==> src/rtl/pid_hdg_pkg.sv <==
// Shared widths, register indexes and stage payload types for the heading PID controller.
package pid_hdg_pkg;

    localparam int SampleWidth   = 24;
    localparam int GainWidth     = 16;
    localparam int ErrWidth      = SampleWidth + 1;
    localparam int DerivWidth    = ErrWidth + 1;
    localparam int IntegWidth    = 32;
    localparam int WindowWidth   = 23;
    localparam int FracBits      = 8;
    localparam int CfgIndexWidth = 3;
    localparam int CfgDataWidth  = 24;

    localparam int PropProdWidth  = GainWidth + ErrWidth;
    localparam int IntegProdWidth = GainWidth + IntegWidth;
    localparam int DerivProdWidth = GainWidth + DerivWidth;
    localparam int AccWidth       = IntegProdWidth + 2;
    localparam int SpeedWidth     = AccWidth - FracBits;

    localparam logic [WindowWidth-1:0] WINDOW_RESET = WindowWidth'(3840);

    typedef enum logic [CfgIndexWidth-1:0] {
        CFG_TARGET = 3'd0,
        CFG_KP     = 3'd1,
        CFG_KI     = 3'd2,
        CFG_KD     = 3'd3,
        CFG_WINDOW = 3'd4
    } cfg_index_t;

    typedef struct packed {
        logic signed [GainWidth-1:0] kp;
        logic signed [GainWidth-1:0] ki;
        logic signed [GainWidth-1:0] kd;
    } gains_t;

    typedef struct packed {
        logic signed [ErrWidth-1:0]   err;
        logic signed [DerivWidth-1:0] deriv;
        logic signed [IntegWidth-1:0] integ;
    } err_stage_t;

    typedef struct packed {
        logic signed [PropProdWidth-1:0]  prop;
        logic signed [IntegProdWidth-1:0] integ;
        logic signed [DerivProdWidth-1:0] deriv;
    } prod_stage_t;

endpackage

==> src/rtl/pid_hdg_error.sv <==
// Error, derivative and integral state update stage of the heading PID controller.
module pid_hdg_error
    import pid_hdg_pkg::*;
(
    input  logic                          aclk,
    input  logic                          aresetn,
    input  logic                          advance,
    input  logic                          in_valid,
    input  logic signed [SampleWidth-1:0] meas,
    input  logic signed [SampleWidth-1:0] target,
    input  logic [WindowWidth-1:0]        window,
    output logic                          out_valid,
    output err_stage_t                    out_data
);

    logic signed [ErrWidth-1:0]   prev_err_reg;
    logic signed [IntegWidth-1:0] integ_reg;
    logic                         valid_reg;
    err_stage_t                   data_reg;

    logic signed [ErrWidth-1:0]   err;
    logic signed [DerivWidth-1:0] deriv;
    logic                         sign_flip;
    logic signed [IntegWidth-1:0] integ_eff;
    logic [ErrWidth-1:0]          mag;
    logic                         in_window;
    logic signed [IntegWidth:0]   integ_sum;
    logic signed [IntegWidth-1:0] integ_sat;
    logic signed [IntegWidth-1:0] integ_next;

    always_comb begin
        err       = ErrWidth'(target) - ErrWidth'(meas);
        deriv     = DerivWidth'(err) - DerivWidth'(prev_err_reg);
        sign_flip = ((prev_err_reg > 0) && (err < 0)) || ((prev_err_reg < 0) && (err > 0));
        integ_eff = sign_flip ? '0 : integ_reg;
        mag       = err[ErrWidth-1] ? ErrWidth'(-err) : ErrWidth'(err);
        in_window = mag < ErrWidth'(window);
        integ_sum = (IntegWidth+1)'(integ_eff) + (IntegWidth+1)'(err);
        if (integ_sum[IntegWidth] != integ_sum[IntegWidth-1]) begin
            integ_sat = integ_sum[IntegWidth] ? {1'b1, {(IntegWidth-1){1'b0}}}
                                              : {1'b0, {(IntegWidth-1){1'b1}}};
        end else begin
            integ_sat = integ_sum[IntegWidth-1:0];
        end
        integ_next = in_window ? integ_sat : integ_eff;
    end

    always_ff @(posedge aclk) begin
        if (!aresetn) begin
            prev_err_reg <= '0;
            integ_reg    <= '0;
            valid_reg    <= 1'b0;
        end else if (advance) begin
            valid_reg <= in_valid;
            if (in_valid) begin
                prev_err_reg <= err;
                integ_reg    <= integ_next;
            end
        end
    end

    always_ff @(posedge aclk) begin
        if (advance && in_valid) begin
            data_reg.err   <= err;
            data_reg.deriv <= deriv;
            data_reg.integ <= integ_eff;
        end
    end

    assign out_valid = valid_reg;
    assign out_data  = data_reg;

endmodule

==> src/rtl/pid_hdg_mult.sv <==
// Gain multiplication stage of the heading PID controller.
module pid_hdg_mult
    import pid_hdg_pkg::*;
(
    input  logic        aclk,
    input  logic        aresetn,
    input  logic        advance,
    input  logic        in_valid,
    input  err_stage_t  in_data,
    input  gains_t      gains,
    output logic        out_valid,
    output prod_stage_t out_data
);

    logic        valid_reg;
    prod_stage_t data_reg;

    always_ff @(posedge aclk) begin
        if (!aresetn) begin
            valid_reg <= 1'b0;
        end else if (advance) begin
            valid_reg <= in_valid;
        end
    end

    always_ff @(posedge aclk) begin
        if (advance && in_valid) begin
            data_reg.prop  <= PropProdWidth'(gains.kp) * PropProdWidth'(in_data.err);
            data_reg.integ <= IntegProdWidth'(gains.ki) * IntegProdWidth'(in_data.integ);
            data_reg.deriv <= DerivProdWidth'(gains.kd) * DerivProdWidth'(in_data.deriv);
        end
    end

    assign out_valid = valid_reg;
    assign out_data  = data_reg;

endmodule

==> src/rtl/pid_hdg_output.sv <==
// Sum, scaling, saturation and result register of the heading PID controller.
module pid_hdg_output
    import pid_hdg_pkg::*;
(
    input  logic                          aclk,
    input  logic                          aresetn,
    input  logic                          advance,
    input  logic                          in_valid,
    input  prod_stage_t                   in_data,
    output logic                          out_valid,
    output logic signed [SampleWidth-1:0] left_drive,
    output logic signed [SampleWidth-1:0] right_drive
);

    localparam logic signed [SpeedWidth:0] DriveMax = (SpeedWidth+1)'((1 << (SampleWidth-1)) - 1);
    localparam logic signed [SpeedWidth:0] DriveMin = -(SpeedWidth+1)'(1 << (SampleWidth-1));

    function automatic logic signed [SampleWidth-1:0] sat_drive(
        input logic signed [SpeedWidth:0] x
    );
        logic signed [SampleWidth-1:0] r;
        if (x > DriveMax) begin
            r = DriveMax[SampleWidth-1:0];
        end else if (x < DriveMin) begin
            r = DriveMin[SampleWidth-1:0];
        end else begin
            r = x[SampleWidth-1:0];
        end
        return r;
    endfunction

    logic                          valid_reg;
    logic signed [SampleWidth-1:0] left_reg;
    logic signed [SampleWidth-1:0] right_reg;

    logic signed [AccWidth-1:0]   acc;
    logic signed [SpeedWidth-1:0] speed;
    logic signed [SpeedWidth:0]   speed_ext;
    logic signed [SpeedWidth:0]   speed_neg;

    always_comb begin
        acc       = AccWidth'(in_data.prop) + AccWidth'(in_data.integ) + AccWidth'(in_data.deriv);
        speed     = acc[AccWidth-1:FracBits];
        speed_ext = (SpeedWidth+1)'(speed);
        speed_neg = -speed_ext;
    end

    always_ff @(posedge aclk) begin
        if (!aresetn) begin
            valid_reg <= 1'b0;
        end else if (advance) begin
            valid_reg <= in_valid;
        end
    end

    always_ff @(posedge aclk) begin
        if (advance && in_valid) begin
            left_reg  <= sat_drive(speed_neg);
            right_reg <= sat_drive(speed_ext);
        end
    end

    assign out_valid   = valid_reg;
    assign left_drive  = left_reg;
    assign right_drive = right_reg;

endmodule

==> src/rtl/pid_heading_controller.sv <==
// Top level of the heading PID controller with conditional integration.
//
// Usage: each transaction on the s_ channel carries one measured heading sample
// in signed Q16.8. Each accepted sample yields exactly one transaction on the m_
// channel with the right drive (controller output) and the left drive (its
// negation), both saturated to signed 24 bits in Q16.8.
// The user writes gains, target and windup window through the cfg_ port only while
// the block is idle; the block does not enforce this. Unknown indexes are ignored.
// From acceptance to m_valid the sample passes the input register, the error and
// integral update, the gain products, and then the sum and saturation into the
// result register. Throughput is one sample per cycle unless m_ready stalls the
// pipeline; the loop through the error and integral registers stays within the
// error stage, which is what lets each sample follow the previous one.
// When the receiver holds m_ready low with a result waiting, the whole pipeline
// holds and s_ready drops; it rises again in the cycle m_ready returns.
// Synchronous reset clears the pipeline, the previous error and the integral,
// sets target and gains to zero and the window to 15.0.
module pid_heading_controller
    import pid_hdg_pkg::*;
(
    input  logic                          aclk,
    input  logic                          aresetn,
    input  logic                          s_valid,
    output logic                          s_ready,
    input  logic signed [SampleWidth-1:0] s_measured_value,
    output logic                          m_valid,
    input  logic                          m_ready,
    output logic signed [SampleWidth-1:0] m_left_drive,
    output logic signed [SampleWidth-1:0] m_right_drive,
    input  logic                          cfg_wr_en,
    input  logic [CfgIndexWidth-1:0]      cfg_index,
    input  logic [CfgDataWidth-1:0]       cfg_data
);

    logic signed [SampleWidth-1:0] target_reg;
    gains_t                        gains_reg;
    logic [WindowWidth-1:0]        window_reg;

    logic                          in_valid_reg;
    logic signed [SampleWidth-1:0] meas_reg;

    logic        advance;
    logic        err_valid;
    err_stage_t  err_data;
    logic        prod_valid;
    prod_stage_t prod_data;

    assign advance = !m_valid || m_ready;
    assign s_ready = advance;

    always_ff @(posedge aclk) begin
        if (!aresetn) begin
            target_reg <= '0;
            gains_reg  <= '0;
            window_reg <= WINDOW_RESET;
        end else if (cfg_wr_en) begin
            unique case (cfg_index)
                CFG_TARGET: target_reg   <= $signed(cfg_data[SampleWidth-1:0]);
                CFG_KP:     gains_reg.kp <= $signed(cfg_data[GainWidth-1:0]);
                CFG_KI:     gains_reg.ki <= $signed(cfg_data[GainWidth-1:0]);
                CFG_KD:     gains_reg.kd <= $signed(cfg_data[GainWidth-1:0]);
                CFG_WINDOW: window_reg   <= cfg_data[WindowWidth-1:0];
                default: begin
                end
            endcase
        end
    end

    always_ff @(posedge aclk) begin
        if (!aresetn) begin
            in_valid_reg <= 1'b0;
        end else if (advance) begin
            in_valid_reg <= s_valid;
        end
    end

    always_ff @(posedge aclk) begin
        if (advance && s_valid) begin
            meas_reg <= s_measured_value;
        end
    end

    pid_hdg_error u_error (
        .aclk      (aclk),
        .aresetn   (aresetn),
        .advance   (advance),
        .in_valid  (in_valid_reg),
        .meas      (meas_reg),
        .target    (target_reg),
        .window    (window_reg),
        .out_valid (err_valid),
        .out_data  (err_data)
    );

    pid_hdg_mult u_mult (
        .aclk      (aclk),
        .aresetn   (aresetn),
        .advance   (advance),
        .in_valid  (err_valid),
        .in_data   (err_data),
        .gains     (gains_reg),
        .out_valid (prod_valid),
        .out_data  (prod_data)
    );

    pid_hdg_output u_output (
        .aclk        (aclk),
        .aresetn     (aresetn),
        .advance     (advance),
        .in_valid    (prod_valid),
        .in_data     (prod_data),
        .out_valid   (m_valid),
        .left_drive  (m_left_drive),
        .right_drive (m_right_drive)
    );

endmodule
==> config.mk <==
export PLATFORM = sky130hd
export DESIGN_NAME = pid_heading_controller
export DESIGN_NICKNAME = d
export VERILOG_FILES = /design/src/rtl/pid_hdg_pkg.sv /design/src/rtl/pid_hdg_error.sv /design/src/rtl/pid_hdg_mult.sv /design/src/rtl/pid_hdg_output.sv /design/src/rtl/pid_heading_controller.sv
export SDC_FILE = /design/constraint.sdc
export NUM_CORES = 2
export LEC_CHECK = 0
export BUFFER_PORTS_ARGS = -buffer_cell sky130_fd_sc_hd__clkbuf_2
export CORE_ASPECT_RATIO = 1.1
export CORE_MARGIN = 4
export CORE_UTILIZATION = 46
export DETAILED_ROUTE_END_ITERATION = 16
export GPL_ROUTABILITY_DRIVEN = 1
export HOLD_SLACK_MARGIN = 0.08
export PLACE_DENSITY = 0.61
export SETUP_SLACK_MARGIN = 0.4
export SLEW_MARGIN = 20
export SYNTH_ARGS = -nofsm -noshare
export SYNTH_HDL_FRONTEND = slang
export SYNTH_SLANG_ARGS = --single-unit
==> constraint.sdc <==
create_clock -name aclk -period 10.7 [get_ports aclk]
set_clock_uncertainty 0.05 [all_clocks]
set_input_delay 2.14 -clock aclk [delete_from_list [all_inputs] [get_ports aclk]]
set_output_delay 2.14 -clock aclk [all_outputs]
set_load 0.05 [all_outputs]
==> reports/summary.txt <==
outcome: completed
TNS Setup: 0 ns
fin nets: 9439
root buffer cell: clkbuf_16
WP data required: 11.24 ns
IO Count: 106
post-CTS sizing: 0
number of synthesized flops with an enable pin: 286
setup bufs post-CTS: 0
Simple-Gate Fraction of Synth Area: 15.8%
ys async rst share: 0%
critical path launch point type: register
vias: 52300
Mapped Nets: 9501
Tightest Pin Transition: 1.11 ns
gr ovfl total: 0
slew margin rel.: 25.7%
hold buffer count at CTS: 0
worst-path fanout max: 34
mean post-synth cell area: 9.27 sq um
total design power: 6.42 mW
Seq/Total Area, Yosys: 16.5%
min Tclk post-route: 9.34 ns
worst vdd ir: 0.153 mV
synth-to-layout area growth: 6.36%
initial antenna violation count: 4
num rows: 150
Final HPWL DP: 160000 microns
largest net degree at the start of global routing: 80
die area: 160000 sq um
Slew Viols, Final: 0
DRC Markers: 0
CP max stage cell: a2111oi_0
fmax: 107 MHz
clock transition at the registers of the reported paths: 0.06 ns
max reg flops: 131
initial DRC count: 3748
CTS tree: yes
largest family of logic cells by synthesized area: adder cells
critical path data arrival time: 9.88 ns
#FFs+latches synth: 442
Tcrit/Tclk final: 87.3%
Die Y: 420 microns
Routed Antenna Nets: 0
number of global-route vias before repair: 54900
proportion of layout cells with a drive suffix above 1: 4.87%
Static Leakage: 32.0 nW
Worst setup EP type: register
Unique masters post-synth: 95
CTS sink count: 442
IO buf count: 105
mux cell area share after synthesis: 0.116%
critical setup path kind: register to register
DRT Pass-1 Iters: 5
drt via density: 5.40
core area: 153000 sq um
routed wire length: 201000 microns
H-tree depth: 2
# fillers: 14300
Main synth FF type: edfxtp_1
RSZ-0062 raised after global routing: no
CTS Buf Count: 55
total track usage: 25.4%
Clock Latency Late Sink: 0.67 ns
WL/cell: 20.7 microns
setup violators final: 0
Clock Path Buffers: 3
RePlAce Congestion: 0.932
max incr delay on CP: 0.60 ns
first-pass GRT wire length: 316000 microns
Die Wd: 382 microns
Max Cap Viol: 0
initial core utilization: 46.5%
worst hold path type: register to register
Post-Synth Adder-Cell Area: 45.7%
Yosys warning count: 0
Synth Area in XOR/XNOR: 3.38%
Final Hold Viols: 0
Power per Cell Area: 85.1 nW/um^2
Mapped Area: 70900 sq um
compound-cell area share of the yosys netlist: 8.75%
Cells after Synth: 7648
placed cells by master, fill, tap and decap left out, drive strengths merged, types with 183 or more instances in the layout:
master | netlist | final
fa | 1326 | 1326
edfxtp | 286 | 286
and2 | 500 | 500
a21oi | 358 | 358
inv | 1497 | 1506
ha | 471 | 471
nand2 | 1190 | 1190
o21ai | 183 | 183
nor2 | 191 | 191
xnor2 | 200 | 200
per-layer routing:
layer / up-vias / GRT usage (%) / wire [microns]
met5: - / 0 / 0
met4: 0 / 8.15 / 7390
met3: 300 / 3.30 / 12300
met2: 1673 / 42.6 / 95900
met1: 26700 / 34.3 / 85200
li1: 23600 / - / -
power breakdown:
group / internal [mW] / switching, mW
Combinational: 0.830 / 1.48
Clock: 1.16 / 0.840
Sequential: 1.95 / 0.168
logic make-up after synthesis:
family,after synthesis
and+or+nand+nor,2345
buffers and inverters,1812
adders and majority gates,1797
AOI/OAI and AO/OA,970
DFF,442
xor gates and xnor gates,274
muxes,8
layout make-up:
| class | instances | area (sq um) | area share, % |
|---|---|---|---|
| diodes | 2 | 5.00 | 0.00664 |
| flip-flops and latches | 442 | 11700 | 15.5 |
| repair buffers | 195 | 1200 | 1.59 |
| multi-input cells | 5394 | 52400 | 69.4 |
| clock inverters | 39 | 470 | 0.624 |
| inverters | 1498 | 5630 | 7.46 |
| well taps | 2052 | 2570 | 3.40 |
| clock buffers | 65 | 1450 | 1.93 |
final timing paths:
| check | start | to | slack [ns] | cells past startpoint |
|---|---|---|---|---|
| max | target_reg[0]$_SDFFE_PN0P_ | u_error.integ_reg[2]$_SDFFE_PN0P_ | 1.36 | 33 |
| min | u_error.integ_reg[17]$_SDFFE_PN0P_ | u_error.integ_reg[17]$_SDFFE_PN0P_ | 0.40 | 2 |
| max reg2reg | target_reg[0]$_SDFFE_PN0P_ | u_error.integ_reg[2]$_SDFFE_PN0P_ | 1.36 | 33 |
| min reg2reg | u_error.integ_reg[17]$_SDFFE_PN0P_ | u_error.integ_reg[17]$_SDFFE_PN0P_ | 0.40 | 2 |
synthesized netlist by cell type, drive strengths merged (19+ instances only):
| library cell | instances | area, sq um |
|---|---|---|
| inv | 1497 | 5620 |
| fa | 1326 | 26500 |
| nand2 | 1190 | 4470 |
| and2 | 500 | 3130 |
| ha | 471 | 5890 |
| a21oi | 358 | 1870 |
| clkbuf | 297 | 1120 |
| edfxtp | 286 | 8590 |
| xnor2 | 200 | 1750 |
| nor2 | 191 | 717 |
| o21ai | 183 | 920 |
| dfxtp | 156 | 3120 |
| a21o | 114 | 856 |
| nand2b | 105 | 657 |
| xor2 | 74 | 648 |
| nor3 | 68 | 355 |
| nand3 | 63 | 315 |
| o21a | 43 | 323 |
| nand4 | 41 | 275 |
| and3 | 40 | 250 |
| a211oi | 34 | 255 |
| o21bai | 33 | 248 |
| a31oi | 28 | 175 |
| nor2b | 28 | 175 |
| or3 | 28 | 185 |
| o211ai | 24 | 195 |
| nor4 | 19 | 119 |
| or2 | 19 | 119 |
through the flow:
stage / cells / cell area, sq um / utilization, % / setup slack (ns) / hold WS (ns)
final: 9687 / 75400 / 49.4 / 1.36 / 0.399
after global routing: 9685 / 75400 / 49.4 / 0.566 / 0.423
after CTS: 9685 / 75400 / 49.4 / 1.26 / 0.400
after detailed placement: 9581 / 73500 / 48.1 / 1.28 / 0.391
after global placement: 9581 / 73500 / 48.1 / 1.49 / 0.390
after floorplan: 7648 / 70900 / - / 2.99 / 0.377
worst max-delay path, delay by kind of cell (launching register included):
| kind | cells | cell delay (ns) |
|---|---|---|
| AOI/OAI and AO/OA | 15 | 3.95 |
| xor gates and xnor gates | 2 | 0.47 |
| adders and majority gates | 3 | 0.85 |
| buffers and inverters | 4 | 0.71 |
| DFF | 1 | 0.31 |
| and+or+nand+nor | 9 | 2.92 |
(Power assumes the default switching activity.)
